`config.mk`:
```
export PLATFORM = sky130hd
export DESIGN_NAME = gpio_register_block
export DESIGN_NICKNAME = d
export VERILOG_FILES = /design/src/sv/grb_pkg.sv /design/src/sv/grb_core.sv /design/src/sv/gpio_register_block.sv
export SDC_FILE = /design/constraint.sdc
export NUM_CORES = 1
export LEC_CHECK = 0
export ABC_AREA = 1
export BUFFER_PORTS_ARGS = -buffer_cell sky130_fd_sc_hd__buf_4
export CORE_ASPECT_RATIO = 0.9
export CORE_MARGIN = 2
export CORE_UTILIZATION = 35
export CTS_BUF_LIST = sky130_fd_sc_hd__clkbuf_8 sky130_fd_sc_hd__clkbuf_16
export DETAILED_ROUTE_END_ITERATION = 10
export GPL_TIMING_DRIVEN = 0
export PLACE_DENSITY = 0.54
export SETUP_SLACK_MARGIN = 0.4
export SLEW_MARGIN = 20
export SYNTH_ARGS = -nofsm -noshare
export SYNTH_HDL_FRONTEND = slang
export SYNTH_SLANG_ARGS = --single-unit
```
`constraint.sdc`:
```
create_clock -name clk -period 8.52 [get_ports clk]
set_clock_uncertainty 0.15 [all_clocks]
set_input_delay 0.426 -clock clk [delete_from_list [all_inputs] [get_ports clk]]
set_output_delay 0.426 -clock clk [all_outputs]
set_load 0.02 [all_outputs]
```
`src/sv/grb_pkg.sv`:
```
// Shared constants, access codes and types for the GPIO register block.
`default_nettype none

package grb_pkg;

    localparam int PIN_COUNT_DEFAULT = 54;
    localparam int LEVEL_WIDTH       = 54;
    localparam int DATA_WIDTH        = 32;
    localparam int ADDR_WIDTH        = 4;
    localparam int FSEL_WORDS        = 6;
    localparam int PINS_PER_FSEL     = 10;
    localparam int FSEL_WIDTH        = 3 * PINS_PER_FSEL;
    localparam int PIN_SPACE         = 64;

    localparam logic CMD_READ  = 1'b0;
    localparam logic CMD_WRITE = 1'b1;

    localparam logic [ADDR_WIDTH-1:0] ADDR_FSEL0  = 4'd0;
    localparam logic [ADDR_WIDTH-1:0] ADDR_FSEL1  = 4'd1;
    localparam logic [ADDR_WIDTH-1:0] ADDR_FSEL2  = 4'd2;
    localparam logic [ADDR_WIDTH-1:0] ADDR_FSEL3  = 4'd3;
    localparam logic [ADDR_WIDTH-1:0] ADDR_FSEL4  = 4'd4;
    localparam logic [ADDR_WIDTH-1:0] ADDR_FSEL5  = 4'd5;
    localparam logic [ADDR_WIDTH-1:0] ADDR_SET_LO = 4'd7;
    localparam logic [ADDR_WIDTH-1:0] ADDR_SET_HI = 4'd8;
    localparam logic [ADDR_WIDTH-1:0] ADDR_CLR_LO = 4'd10;
    localparam logic [ADDR_WIDTH-1:0] ADDR_CLR_HI = 4'd11;
    localparam logic [ADDR_WIDTH-1:0] ADDR_LEV_LO = 4'd13;
    localparam logic [ADDR_WIDTH-1:0] ADDR_LEV_HI = 4'd14;

    typedef struct packed {
        logic                   valid;
        logic                   command;
        logic [ADDR_WIDTH-1:0]  word_address;
        logic [DATA_WIDTH-1:0]  write_data;
        logic [LEVEL_WIDTH-1:0] pin_levels;
    } access_t;

    function automatic logic [FSEL_WIDTH-1:0] fsel_mask(input int pin_count, input int widx);
        logic [FSEL_WIDTH-1:0] m;
        m = '0;
        for (int f = 0; f < PINS_PER_FSEL; f++)
        begin
            if (widx * PINS_PER_FSEL + f < pin_count)
            begin
                m[3*f +: 3] = 3'b111;
            end
        end
        return m;
    endfunction

endpackage

`default_nettype wire

```
`src/sv/grb_core.sv`:
```
// Register file and access decode: function selects, output latch, level reads.
`default_nettype none

module grb_core #(
    parameter int PIN_COUNT = grb_pkg::PIN_COUNT_DEFAULT
) (
    input  wire logic                               clk,
    input  wire logic                               rst_n,
    input  wire grb_pkg::access_t                   act,
    output logic [grb_pkg::DATA_WIDTH-1:0]          read_data_next,
    output logic [grb_pkg::LEVEL_WIDTH-1:0]         output_levels_next
);
    import grb_pkg::*;

    localparam logic [PIN_SPACE-1:0] PIN_MASK =
        (PIN_COUNT >= PIN_SPACE) ? {PIN_SPACE{1'b1}}
                                 : ((PIN_SPACE'(1) << PIN_COUNT) - PIN_SPACE'(1));

    logic [FSEL_WIDTH-1:0] fsel_mask_w [FSEL_WORDS];
    logic [FSEL_WIDTH-1:0] fsel_reg    [FSEL_WORDS];
    logic [FSEL_WIDTH-1:0] fsel_next   [FSEL_WORDS];
    logic [PIN_COUNT-1:0]  latch_reg;
    logic [PIN_COUNT-1:0]  latch_next;
    logic [PIN_SPACE-1:0]  spread;
    logic [PIN_SPACE-1:0]  levels;
    logic [PIN_SPACE-1:0]  latch_wide;
    logic [2:0]            fsel_idx;
    logic                  hi_half;
    logic                  is_write;

    for (genvar w = 0; w < FSEL_WORDS; w++)
    begin : g_mask
        assign fsel_mask_w[w] = fsel_mask(PIN_COUNT, w);
    end

    assign fsel_idx = act.word_address[2:0];
    assign is_write = (act.command == CMD_WRITE);
    assign hi_half  = (act.word_address == ADDR_SET_HI) || (act.word_address == ADDR_CLR_HI);
    assign spread   = hi_half ? {act.write_data, {DATA_WIDTH{1'b0}}}
                              : {{DATA_WIDTH{1'b0}}, act.write_data};
    assign levels   = PIN_SPACE'(act.pin_levels) & PIN_MASK;

    always_comb
    begin
        read_data_next = '0;
        fsel_next      = fsel_reg;
        latch_next     = latch_reg;
        if (act.valid)
        begin
            unique case (act.word_address)
                ADDR_FSEL0, ADDR_FSEL1, ADDR_FSEL2, ADDR_FSEL3, ADDR_FSEL4, ADDR_FSEL5:
                begin
                    if (is_write)
                        fsel_next[fsel_idx] = act.write_data[FSEL_WIDTH-1:0]
                                              & fsel_mask_w[fsel_idx];
                    else
                        read_data_next = DATA_WIDTH'(fsel_reg[fsel_idx] & fsel_mask_w[fsel_idx]);
                end
                ADDR_SET_LO, ADDR_SET_HI:
                begin
                    if (is_write)
                        latch_next = latch_reg | spread[PIN_COUNT-1:0];
                end
                ADDR_CLR_LO, ADDR_CLR_HI:
                begin
                    if (is_write)
                        latch_next = latch_reg & ~spread[PIN_COUNT-1:0];
                end
                ADDR_LEV_LO:
                begin
                    if (!is_write)
                        read_data_next = levels[DATA_WIDTH-1:0];
                end
                ADDR_LEV_HI:
                begin
                    if (!is_write)
                        read_data_next = levels[PIN_SPACE-1:DATA_WIDTH];
                end
                default:
                begin
                end
            endcase
        end
    end

    assign latch_wide         = PIN_SPACE'(latch_next);
    assign output_levels_next = latch_wide[LEVEL_WIDTH-1:0];

    always_ff @(posedge clk or negedge rst_n)
    begin
        if (!rst_n)
        begin
            for (int w = 0; w < FSEL_WORDS; w++)
            begin
                fsel_reg[w] <= '0;
            end
            latch_reg <= '0;
        end
        else
        begin
            fsel_reg  <= fsel_next;
            latch_reg <= latch_next;
        end
    end

`ifndef NO_ASSERTIONS
    a_read_keeps_latch: assert property (@(posedge clk) disable iff (!rst_n)
        act.valid && !is_write |=> $stable(latch_reg))
        else $error("read access changed the output latch");

    a_set_pin0: assert property (@(posedge clk) disable iff (!rst_n)
        act.valid && is_write && act.word_address == ADDR_SET_LO && act.write_data[0]
        |=> latch_reg[0])
        else $error("set of pin 0 not taken");

    a_clr_pin0: assert property (@(posedge clk) disable iff (!rst_n)
        act.valid && is_write && act.word_address == ADDR_CLR_LO && act.write_data[0]
        |=> !latch_reg[0])
        else $error("clear of pin 0 not taken");
`endif

endmodule

`default_nettype wire

```
`src/sv/gpio_register_block.sv`:
```
// An item is held in the input register, then its result in the result register.
// Throughput: one item per cycle while out_stall is low; decode is combinational.
// Accepts a new item while a finished result waits, through the input register.
// Reset: rst_n, asynchronous, active low, clears the function selects,
// the output latch and all valid flags.
// Top level: input register, register file core, result register.
`default_nettype none

module gpio_register_block #(
    parameter int PIN_COUNT = grb_pkg::PIN_COUNT_DEFAULT
) (
    input  wire logic                               clk,
    input  wire logic                               rst_n,
    input  wire logic                               in_valid,
    output logic                                    in_stall,
    input  wire logic                               command,
    input  wire logic [grb_pkg::ADDR_WIDTH-1:0]     word_address,
    input  wire logic [grb_pkg::DATA_WIDTH-1:0]     write_data,
    input  wire logic [grb_pkg::LEVEL_WIDTH-1:0]    pin_levels,
    output logic                                    out_valid,
    input  wire logic                               out_stall,
    output logic [grb_pkg::DATA_WIDTH-1:0]          read_data,
    output logic [grb_pkg::LEVEL_WIDTH-1:0]         output_levels
);
    import grb_pkg::*;

    logic                   s1_valid_reg;
    logic                   s1_command_reg;
    logic [ADDR_WIDTH-1:0]  s1_address_reg;
    logic [DATA_WIDTH-1:0]  s1_data_reg;
    logic [LEVEL_WIDTH-1:0] s1_levels_reg;
    logic                   out_valid_reg;
    logic [DATA_WIDTH-1:0]  read_data_reg;
    logic [LEVEL_WIDTH-1:0] output_levels_reg;
    logic [DATA_WIDTH-1:0]  read_data_next;
    logic [LEVEL_WIDTH-1:0] output_levels_next;
    logic                   advance;
    access_t                act;

    assign advance  = !out_valid_reg || !out_stall;
    assign in_stall = s1_valid_reg && !advance;

    assign act.valid        = s1_valid_reg && advance;
    assign act.command      = s1_command_reg;
    assign act.word_address = s1_address_reg;
    assign act.write_data   = s1_data_reg;
    assign act.pin_levels   = s1_levels_reg;

    grb_core #(
        .PIN_COUNT(PIN_COUNT)
    ) u_core (
        .clk                (clk),
        .rst_n              (rst_n),
        .act                (act),
        .read_data_next     (read_data_next),
        .output_levels_next (output_levels_next)
    );

    always_ff @(posedge clk or negedge rst_n)
    begin
        if (!rst_n)
        begin
            s1_valid_reg  <= 1'b0;
            out_valid_reg <= 1'b0;
        end
        else
        begin
            if (!in_stall)
                s1_valid_reg <= in_valid;
            if (advance)
                out_valid_reg <= s1_valid_reg;
        end
    end

    always_ff @(posedge clk)
    begin
        if (in_valid && !in_stall)
        begin
            s1_command_reg <= command;
            s1_address_reg <= word_address;
            s1_data_reg    <= write_data;
            s1_levels_reg  <= pin_levels;
        end
        if (act.valid)
        begin
            read_data_reg     <= read_data_next;
            output_levels_reg <= output_levels_next;
        end
    end

    assign out_valid     = out_valid_reg;
    assign read_data     = read_data_reg;
    assign output_levels = output_levels_reg;

`ifndef NO_ASSERTIONS
    a_stall_only_when_full: assert property (@(posedge clk) disable iff (!rst_n)
        in_stall |-> s1_valid_reg && out_valid_reg && out_stall)
        else $error("input stalled with room to hold the item");

    a_result_follows: assert property (@(posedge clk) disable iff (!rst_n)
        act.valid |=> out_valid_reg)
        else $error("processed item produced no result");

    a_no_stall_when_empty: assert property (@(posedge clk) disable iff (!rst_n)
        !out_valid_reg |-> !in_stall)
        else $error("input stalled while result register empty");
`endif

endmodule

`default_nettype wire

```
# ---- Yosys cells after proc, flatten, opt, wreduce, memory -nomap -nowiden
# Memory sizes are Yosys's and may differ from the RTL's.
# Cells that the tools add are included.
dict set report totals {
  ff_bits 413
  romBits 240
  input_bits 95
  output_inout_bits 88
  elab_cells 67
  mem_count 1
}
dict set report op_classes {
  n_lt_le_gt_ge 2
  n_eq_ne 11
  muxes 17
  n_bitwise 6
  reduce_logical 15
}
# memory words width rd rd_clocked_by_memory_dff wr line_no
set memory_table {}
lappend memory_table {{(no name shown)} 8 30 1 0 0 grb_core.sv:55} ;# & fsel_mask_w[fsel_idx];
# op n
set op_table {}
lappend op_table {{54-bit 2-to-1 mux} 4}
lappend op_table {{180-bit bitwise mux} 1}
lappend op_table {{30-bit 2-to-1 mux} 5}
lappend op_table {{54-bit case mux with 2 select lines} 1}
lappend op_table {{32-bit case mux with 3 select lines} 1}
lappend op_table {{30-bit binary-select mux with 3-bit select} 1}
lappend op_table {{30-bit demux with 3-bit select} 1}
lappend op_table {{32-bit 2-to-1 mux} 2}
lappend op_table {{30-bit bitwise AND} 2}
lappend op_table {{54-bit bitwise AND} 1}
lappend op_table {{54-bit inverter} 1}
lappend op_table {{54-bit bitwise OR} 1}
lappend op_table {{22-bit 2-to-1 mux} 1}
lappend op_table {{4-bit equality test (second input constant)} 5}
lappend op_table {{4-bit by 3-bit equality test with 1-bit output (second input constant)} 3}
lappend op_table {{4-bit by 2-bit equality test with 1-bit output (second input constant)} 2}
lappend op_table {{6-bit OR reduction} 1}
lappend op_table {{4-bit by 1-bit equality test with 1-bit output (second input constant)} 1}
lappend op_table {{4-bit >= comparator (second input constant)} 1}
lappend op_table {{1-bit logical AND} 4}
lappend op_table {{1-bit zero test} 4}
lappend op_table {{4-bit zero test} 1}
lappend op_table {{4-bit by 1-bit less-than comparator with 1-bit output (second input constant)} 1}
lappend op_table {{3-bit inverter with 4-bit output} 1}
lappend op_table {{other kinds (3)} 5}

# ---- Longest topological paths before layout
# Gate-level depths: netlist of run 1.
dict set report logic_depth {
  word_depth 8
  mapped_depth 9
  depth_no_buf 8
}

# ---- By module
# Synthesis of run 1 repeated with hierarchy kept, for this count alone.
dict set report hier_totals {
  hier_cells 1604
  hier_area_um2 15975.3
}
# module instances cells_per_inst area_each_um2 seq_area_each_um2
set by_module_without_submodules {}
lappend by_module_without_submodules {grb_core 1 1415 10565.1 5405.2}
lappend by_module_without_submodules {gpio_register_block 1 189 5410.2 5365.1}

# ---- Worst setup path after synthesis of run 1
# OpenSTA, ideal clock, no wires.
dict set report synth_path {
  kind {flip-flop to flip-flop}
  startpoint {register out_valid_reg, in the netlist out_valid}
  endpoint {register output_levels_reg[10], in the netlist output_levels[10], data pin}
  setup_ns 0.257
  arrival_ns 5.706
  required_ns 8.113
  slack_ns 2.407
  stages_incl_launch_ff 10
  n_path_buf 1
  synth_period_minus_slack_ns 6.113
  path_cell_list {dfrtp_1 > nand2_1 > inv_2 > nor2_1 > nand2_1 > nor2_1 > buf_2 > nand3_1 > nand2_1 > nand2_1}
}
# item line_no
set synth_lines {}
lappend synth_lines {{from (decl)} gpio_register_block.sv:32} ;# logic out_valid_reg;
lappend synth_lines {{from (signal assigned)} gpio_register_block.sv:71} ;# out_valid_reg <= s1_valid_reg;
lappend synth_lines {{to (signal assigned)} gpio_register_block.sv:87} ;# output_levels_reg <= output_levels_next;
lappend synth_lines {{to (decl)} gpio_register_block.sv:34} ;# logic [LEVEL_WIDTH-1:0] output_levels_reg;

==> run_results.csv, run 1 <==
group,metric,value,unit
synthesis,synth.area.top_cells,"dfrtp_1 35%, edfxtp_1 34%, nand2_1 12%",
worst_setup_path,worstPathMaxFanout,14,
synthesis,synth_ff_type,"dfrtp_1",
global_route,grt_use_met3,0.0377,
global_route,use_met2,0.284,
detailed_routing,drt_pass1_iterations,5,
hold_path,hold_path_class,"in2reg",
layout,drive_gt1_frac,0.156,
synthesis,yosysTopAreaCell,"dfrtp_1",
floorplanning,die_area,0.0468,sq mm
sta,period_minus_slack,2.88,ns
floorplanning,placementRows,73,
synthesis,synth_fp_nets,1651,
sta,hold_violations,0,
synthesis,synth-edff-count,177,
floorplanning,die_h,205,um
global_route,track_usage,0.190,
global_route,grt_pass1_vias,11903,
cts,cts_resized,0,
placement,hpwlAfterDp,30.5,mm
global_route,grt_max_degree,87,
placement,numPortBuffers,182,
global_route,grt_util_met1,0.283,
worst_setup_path,path_class,"reg2reg",
sta,finalCritPeriodShare,0.338,
synthesis,yosysTopAreaCellShare,0.346,
sta,fin_hold_ws,0.0460,ns
layout,largest_register_ffs,162,
synthesis,synthesis.area,0.0158,sq mm
pwr,cellPowerDensity,247,mW/mm^2
synthesis,yosysMostFrequentCell,"nand2_1",
global_route,grt_busiest_layer,"met2",
worst_setup_path,crit_end,"output_levels[12]",
synthesis,ys_warn_count,0,
synthesis,yosys_register_bits,395,
pwr,leakagePower,8.97,nW
layout,layout.nets,1978,
cts,cts_setup_buffers,0,
floorplanning,start_util,0.356,
sta,drv_slew,0,
sta,max_slew_margin,0.452,
synthesis,synth_commonest_cells,"515 x nand2_1, 218 x dfrtp_1, 177 x edfxtp_1",
cts,cts_max_level,2,
global_route,grt_antenna_before_repair,0,
sta,finalSetupViolations,0,
sta,worst_pin_slew,0.820,ns
sta,max_freq,0.347,GHz
floorplanning,ios,183,
floorplanning,die_x,228,um
worst_setup_path,crit_start,"out_valid",
placement,place_congestion,0.807,
placement,dpl.cell_count,2345,
cts,cts_tree,"built",
synthesis,yosysUniqueCellTypes,22,
detailed_routing,drc,0,
worst_setup_path,crit_arrival,3.05,ns
floorplanning,coreArea,0.0443,sq mm
synthesis,ys_seq_area_frac,0.683,
detailed_routing,first_iter_violations,897,
worst_setup_path,cp.required,8.69,ns
worst_setup_path,rrSetupSlack,5.64,ns
flow_run,drv_cap,0,
cts,cts_buffers,44,
sta,rsz0062_at_grt,"no",
detailed_routing,dr_total_vias,12061,
worst_setup_path,rr_worst_depth,10,
detailed_routing,ant_nets,0,
global_route,globalRouteOverflowTotal,0,
layout,syn2layout_area_growth,29.5,%
cts,path_clk_slew,0.06,ns
cts,clk_latency,0.57,ns
worst_setup_path,reg2reg_from,"out_valid",
global_route,grt_pass1_wl,69.3,mm
worst_setup_path,r2r_end,"output_levels[12]",
detailed_routing,wl_per_cell,17.5,um
cts,cts_buffer_depth,3,
synthesis,ys_async_sr_fraction,0.552,
synthesis,synthCells,1556,
pwr,ir_worst_vdd,0.000125,V
worst_setup_path,crit_path_end_kind,"register",
detailed_routing,wirelength,44.1,mm
cts,cts_num_sinks,395,
synthesis,avgSynthCellArea,10.1,sq um
run_status,status,"finished, final reports clean",
detailed_routing,avgViaCountPerCell,4.79,
cts,cts_root_buf,"clkbuf_16",
layout,fin_cells,2517,
worst_setup_path,cp-start-kind,"register",
layout,diodes,0,
[cell families (layout without fill, tap and decap cells)]
group | Yosys count | after routing | share of synthesized area
flip-flops | 395 | 395 | 0.683
AND/OR/NAND/NOR | 692 | 692 | 0.179
buffers and inverters | 181 | 542 | 0.0460
AO/OA/AOI/OAI | 288 | 288 | 0.0921
[placed cells by master, fill, tap and decap left out, drive strengths merged, types with 13 or more instances in the layout]
master,synthesis,routed
nor2,13,13
dfrtp,218,218
a21oi,41,41
nand3,156,156
o21ai,247,247
buf,42,231
clkbuf,49,101
nand2,517,517
inv,89,105
edfxtp,177,177
dlygate4sd3,0,92
[per-layer routing]
| metal | part of all wire | up-vias |
|---|---|---|
| li1 | - | 5858 |
| met3 | 0.061 | 43 |
| met1 | 0.49 | 5828 |
| met2 | 0.43 | 332 |
| met5 | 0 | - |
| met4 | 0.016 | 0 |
[worst min-delay path by stage]
| stage | startpoint | to | slack [ns] | cells after the start |
|---|---|---|---|---|
| 2_1_floorplan | rst_n | out_valid | -0.02 | 0 |
| 4_1_cts | in_valid | s1_valid_reg | 0.01 | 3 |
| 3_5_place_dp | rst_n | u_core.fsel_reg[143] | 0.24 | 1 |
| 5_1_grt | out_stall | out_valid | 0.03 | 3 |
| 6_report | out_stall | out_valid | 0.05 | 3 |
| 3_3_place_gp | u_core.latch_reg[21] | u_core.latch_reg[21] | 0.30 | 2 |
[timing repair]
item / in CTS / in global routing
hold buffers: 92 / 0
hold endpoints to repair: 143 / 0
endpoints found under the setup margin: 0 / 0
[worst max-delay path, cell delays in order (launching register included)]
cell and delay, ns:
dfrtp_1 0.39, nand2_1 0.17, inv_2 0.09, nor2_4 0.42, buf_16 0.23, nand2_1 0.21
nor2_1 0.39, buf_2 0.31, nand3_1 0.11, nand2_1 0.07, nand2_1 0.07
[power by group]
part           internal [mW]  total, mW  switching (mW)
logic                  0.282      0.730           0.447
clock network           1.09       1.85           0.765
registers               2.32       2.45           0.132
total                   3.69       5.04            1.34
[final cells by class]
type / instances / area [sq um]
inverters: 90 / 343
well taps: 600 / 751
fillers: 4149 / 23900
plain buffers: 91 / 388
multi-input cells: 980 / 4290
clock inverters: 28 / 180
repair buffers: 281 / 2470
clock buffers: 52 / 1230
flip-flops and latches: 395 / 10800
[per-stage QoR]
| stage | setup TNS [ns] | util | worst slack (ns) | power (mW) | area (sq um) |
|---|---|---|---|---|---|
| floorplan | 0 | - | 2.41 | 2.87 | 15800 |
| global placement | -357.75 | 0.404 | -2.08 | 3.16 | 17900 |
| detailed placement | 0 | 0.408 | 5.40 | 3.18 | 18100 |
| CTS | 0 | 0.461 | 5.56 | 5.09 | 20400 |
| global route | 0 | 0.461 | 5.35 | 5.29 | 20400 |
| finish | 0 | 0.461 | 5.64 | 5.04 | 20400 |
Note: power is estimated with default switching activity, not from simulation.
==> run 2, diff against run 1 <==
PLACE_DENSITY = 0.56   (was 0.54)
clock period = 2.3 ns   (was 8.52 ns; I/O delays follow)
==> run_results.csv, run 2 (synthesis gave the netlist of run 1 again) <==
group,metric,value,unit
global_route,grt_max_degree,98,
worst_setup_path,reg2reg_from,"s1_address_reg[2]",
global_route,track_usage,0.197,
layout,layout.cells.most_common,"nand2_1",
global_route,grt_pass1_vias,12459,
cts,cts_buffers,43,
sta,rsz0062_at_grt,"yes",
layout,diodes,0,
global_route,grt_antenna_before_repair,0,
detailed_routing,drc,0,
worst_setup_path,crit_arrival,2.37,ns
layout,final-seq-area,0.0108,sq mm
floorplanning,die_area,0.0468,sq mm
pwr,ir_worst_vdd,0.000484,V
layout,drive_gt1_frac,0.341,
floorplanning,start_util,0.356,
run_status,status,"finished, final reports clean",
worst_setup_path,rrSetupSlack,0.22,ns
floorplanning,die_x,228,um
sta,hold_violations,0,
worst_setup_path,path_class,"reg2reg",
sta,finalSetupViolations,0,
cts,cts_tree,"built",
cts,clk_latency,0.57,ns
flow_run,drv_cap,0,
detailed_routing,avgViaCountPerCell,4.86,
floorplanning,ios,183,
cts,cts_num_sinks,395,
pwr,leakagePower,10.1,nW
global_route,grt_pass1_wl,71.4,mm
placement,numPortBuffers,182,
worst_setup_path,crit_path_end_kind,"register",
layout,multiInputGateArea,0.00542,sq mm
cts,path_clk_slew,0.06,ns
hold_path,min_path_cells,2,
sta,drv_slew,0,
worst_setup_path,rr_worst_depth,9,
global_route,globalRouteOverflowTotal,0,
cts,cts_max_level,2,
hold_path,whs_endpoint,"s1_data_reg[20]",
layout,largest_register_ffs,162,
detailed_routing,wl_per_cell,18.4,um
floorplanning,placementRows,73,
detailed_routing,ant_nets,0,
cts,cts_root_buf,"clkbuf_16",
sta,period_minus_slack,2.08,ns
layout,fill_cells,3890,
worst_setup_path,worstPathMaxFanout,5,
hold_path,holdCritStartpoint,"write_data[20]",
detailed_routing,wirelength,47.8,mm
placement,place_congestion,0.817,
worst_setup_path,cp-start-kind,"register",
layout,syn2layout_area_growth,46.5,%
floorplanning,coreArea,0.0443,sq mm
sta,max_freq,0.481,GHz
detailed_routing,drt_pass1_iterations,5,
sta,fin_hold_ws,0.113,ns
layout,final_area,0.0231,sq mm
detailed_routing,dr_total_vias,12630,
hold_path,hold_path_class,"in2reg",
sta,worst_pin_slew,0.711,ns
placement,placed_cell_area,0.0183,sq mm
pwr,cellPowerDensity,836,mW/mm^2
sta,finalCritPeriodShare,0.903,
worst_setup_path,r2r_end,"u_core.fsel_reg[130]",
cts,cts_buffer_depth,3,
floorplanning,die_h,205,um
layout,final_cell_mix,"395 x nand2_1, 217 x dfrtp_1, 213 x buf_4, 177 x edfxtp_1, 147 x o21ai_1",
layout,layout.nets,2058,
placement,hpwlAfterDp,30.5,mm
detailed_routing,first_iter_violations,842,
sta,max_slew_margin,0.524,
worst_setup_path,cp.required,2.59,ns
run 2: cell types whose count changed in the layout (fill, tap and decap cells not counted), moves of 32 or more:
cell and delta:
nand2_2 +93, o21ai_2 +67, nand3_1 -39, buf_6 +46, nand2_1 -120, buf_8 +32, o21ai_0 -42, clkbuf_1 -46
nand3_2 +35
run 2: area by class of cell:
class                           count  area share
Buffer                             91      0.0403
Clock buffer                       54      0.0531
Clock inverter                     25     0.00682
Inverter                           90      0.0157
Multi-Input combinational cell    983       0.234
Sequential cell                   395       0.466
Tap cell                          600      0.0325
Timing Repair Buffer              359       0.151
run 2: critical path, stage by stage (launching register included):
cell and delay (ns):
edfxtp_1 0.54, buf_6 0.19, a21oi_4 0.17, inv_2 0.08, nor2_4 0.26, buf_6 0.18, nand2_4 0.09, clkbuf_16 0.19
nand2_1 0.05, o21ai_1 0.06
run 2: how the worst max path moves through the flow:
stage / start / endpoint / slack, ns / cells past startpoint
after global placement: out_valid / output_levels[23] / -2.61 / 7
after CTS: out_valid / u_core.fsel_reg[4] / 0.22 / 11
after global routing: s1_address_reg[2] / output_levels[31] / 0.17 / 8
after detailed placement: out_valid / output_levels[22] / -0.45 / 8
final: s1_address_reg[2] / u_core.fsel_reg[130] / 0.22 / 9
after floorplan: out_valid / output_levels[10] / -0.98 / 9
run 2: power by group:
| group | internal (mW) | switching (mW) | leakage [nW] |
|---|---|---|---|
| logic | 1.48 | 1.90 | 4.69 |
| registers | 8.60 | 0.590 | 4.63 |
| clock network | 3.89 | 2.88 | 0.738 |
run 2: metrics by stage:
stage | TNS (ns) | worst slack, ns | total power [mW] | std cells | utilization
after floorplan | -245.75 | -0.976 | 10.6 | 1556 | -
after global placement | -845.94 | -2.61 | 11.7 | 2338 | 0.407
after detailed placement | -67.41 | -0.453 | 11.8 | 2347 | 0.412
after CTS | 0 | 0.222 | 19.0 | 2565 | 0.487
after global routing | 0 | 0.171 | 20.2 | 2597 | 0.522
final | 0 | 0.222 | 19.3 | 2597 | 0.522
run 2: metal layers:
metal  GRT usage  up-vias  routed length, um
li1            -     6058                  -
met1       0.281     6148              22100
met2       0.305      358              22000
met3      0.0360       66               2760
met4      0.0606        0                981
met5           0        -                  0
run 2: what timing repair did:
action | 4_1_cts | 5_1_grt
resized for setup | 176 | 394
setup endpoints to repair | 401 | 384
buffers inserted | 26 | 20
hold buffers | 97 | 0
gates cloned | 16 | 12
pin swaps | 18 | 61
endpoints found under the hold margin | 311 | 0
==> run 3, diff against run 2 <==
ABC_AREA = not set   (was 1)
==> run_results.csv, run 3 <==
group,metric,value,unit
run_status,status,"finished, final reports clean",
detailed_routing,ant_nets,0,
sta,finalSetupViolations,0,
hold_path,hold_path_class,"in2reg",
layout,layout.nets,1482,
synthesis,ys_seq_area_frac,0.691,
detailed_routing,drc,0,
sta,worst_pin_slew,0.665,ns
cts,cts_num_sinks,395,
global_route,globalRouteOverflowTotal,0,
sta,finalCritPeriodShare,0.877,
synthesis,yosysTopAreaCell,"dfrtp_1",
flow_run,drv_cap,0,
layout,syn2layout_area_growth,39.7,%
synthesis,synth_fa_ha_area_frac,0,
synthesis,synth_xor_area_frac,0,
pwr,p_seq_frac,0.486,
layout,diodes,0,
synthesis,avgSynthCellArea,15.7,sq um
sta,max_freq,0.496,GHz
global_route,grt_antenna_before_repair,0,
cts,path_clk_slew,0.06,ns
synthesis,yosysTopAreaCellShare,0.350,
synthesis,yosys_register_bits,395,
synthesis,synth-compound-area-share,0.0867,
layout,layout.cells.most_common,"buf_4",
synthesis,synth_fp_nets,1090,
synthesis,synth_mux_area_frac,0.145,
detailed_routing,first_iter_violations,741,
floorplanning,die_x,226,um
floorplanning,die_h,204,um
cts,cts_max_level,2,
synthesis,synth-simple-area-share,0.0483,
pwr,p_switching,4.82,mW
placement,place_ws,-0.377,ns
layout,final_area,0.0218,sq mm
pwr,clock_power_share,0.355,
cts,cts_buffer_depth,3,
pwr,ir_worst_vdd,0.000501,V
synthesis,ys_warn_count,0,
floorplanning,placementRows,73,
floorplanning,ios,183,
floorplanning,start_util,0.354,
worst_setup_path,path_class,"reg2reg",
sta,drv_slew,0,
detailed_routing,wl_per_cell,22.7,um
cts,cts_buffers,43,
placement,place_congestion,0.778,
layout,fill_cells,3758,
placement,hpwlAfterDp,27.7,mm
worst_setup_path,worstPathMaxFanout,10,
cts,cts_tree,"built",
pwr,intPower,13.9,mW
global_route,track_usage,0.194,
pwr,cellPowerDensity,861,mW/mm^2
detailed_routing,wirelength,45.8,mm
detailed_routing,dr_total_vias,10382,
synthesis,synthCells,995,
pwr,p_sw_frac,0.257,
layout,largest_register_ffs,162,
cts,cts_root_buf,"clkbuf_16",
pwr,totalPowerFinal,18.7,mW
synthesis,synth_ff_type,"dfrtp_1",
worst_setup_path,crit_arrival,2.32,ns
worst_setup_path,crit_path_end_kind,"register",
pwr,p_comb_frac,0.160,
floorplanning,coreArea,0.0440,sq mm
global_route,grt_max_degree,96,
sta,hold_violations,0,
global_route,grt_pass1_wl,66.4,mm
cts,clk_latency,0.57,ns
detailed_routing,drt_pass1_iterations,5,
synthesis,yosysUniqueCellTypes,41,
placement,numPortBuffers,182,
layout,final_cell_mix,"224 x buf_4, 217 x dfrtp_1, 177 x edfxtp_1, 119 x mux2_2, 96 x dlygate4sd3_1",
worst_setup_path,cp.required,2.60,ns
sta,max_slew_margin,0.557,
sta,rsz0062_at_grt,"yes",
global_route,grt_pass1_vias,10457,
synthesis,ys_async_sr_fraction,0.552,
pwr,leakagePower,9.16,nW
synthesis,synth_top_family_by_area,"multiplexers",
worst_setup_path,cp-start-kind,"register",
sta,period_minus_slack,2.02,ns
synthesis,yosysMostFrequentCell,"dfrtp_1",
floorplanning,die_area,0.0462,sq mm
layout,drive_gt1_frac,0.436,
placement,placed_cell_area,0.0178,sq mm
synthesis,synth-edff-count,177,
synthesis,synth.area.top_cells,"dfrtp_1 35%, edfxtp_1 34%, mux2_2 8.6%",
synthesis,synthesis.area,0.0156,sq mm
sta,timing.final.ws_setup,0.284,ns
synthesis,synth_commonest_cells,"218 x dfrtp_1, 177 x edfxtp_1, 119 x mux2_2",
detailed_routing,avgViaCountPerCell,5.14,
## run 3: cell count changes after synthesis, moves of 44 or more
cell	delta
nand2_1	-498
o21ai_0	-46
nand3_1	-96
a32o_1	+47
mux2_1	+44
inv_1	-82
mux2_2	+119
o21ai_1	-174
## run 3: final cells by class
cell class / instances / area (sq um) / area share
plain buffers: 89 / 807 / 0.0371
clock buffers: 50 / 1220 / 0.0559
clock inverters: 29 / 143 / 0.00656
inverters: 3 / 13.8 / 0.000633
multi-input cells: 511 / 4980 / 0.229
flip-flops and latches: 395 / 10800 / 0.495
well taps: 600 / 751 / 0.0345
repair buffers: 344 / 3080 / 0.142
## run 3: path summary, 6_finish.rpt
path                                         start              endpoint  slack (ns)  cells past startpoint
worst max-delay path             s1_address_reg[3]  u_core.fsel_reg[120]        0.28                      6
worst min-delay path                write_data[15]       s1_data_reg[15]        0.10                      2
worst max register to register   s1_address_reg[3]  u_core.fsel_reg[120]        0.28                      6
worst min register to register  u_core.fsel_reg[0]    u_core.fsel_reg[0]        0.34                      1
max in group asynchronous                    rst_n          s1_valid_reg        0.95                      4
min in group asynchronous                    rst_n  u_core.latch_reg[12]        0.49                      4
## run 3: power groups by stage
stage                     combinational [mW]  clock (mW)  sequential [mW]
final                                   2.99        6.65             9.10
after global routing                    3.21        7.11             9.22
after CTS                               2.74        6.82             9.07
after detailed placement                2.44           0             9.19
after global placement                  2.36           0             9.16
after floorplan                         1.29           0             9.27
## run 3: worst max-delay path: stages, from the launching register on
cell	delay, ns
edfxtp_1	0.49
buf_4	0.19
buf_6	0.12
nor2_2	0.19
nand3_1	0.20
buf_4	0.26
mux2_2	0.29
## run 3: per-layer routing
layer	vias to the layer above	global-route usage	part of all wire
met5	-	0	0
met4	0	0.0569	0.020
met3	66	0.0308	0.048
met2	313	0.304	0.47
met1	5372	0.279	0.46
li1	4631	-	-
## run 3: what timing repair did
action | 4_1_cts | 5_1_grt
hold buffers | 97 | 0
pin swaps | 5 | 9
setup buffers | 20 | 30
resized for setup | 130 | 166
endpoints found under the setup margin | 359 | 300
cloned | 6 | 7
hold endpoints to repair | 311 | 0
## run 3: kinds of logic after synthesis
logic type	after synthesis
mux	193
buf+inv	92
compound gates	168
flops	395
simple gates	147
## run 3: metrics by stage
step,hold slack [ns],util,cells,setup TNS [ns]
after floorplan,-0.331,-,995,0
after global placement,0.144,0.402,1777,-174.41
after detailed placement,-0.146,0.405,1782,-7.33
after CTS,0.0715,0.473,1984,0
after global routing,0.0901,0.494,2021,0
final,0.103,0.494,2021,0
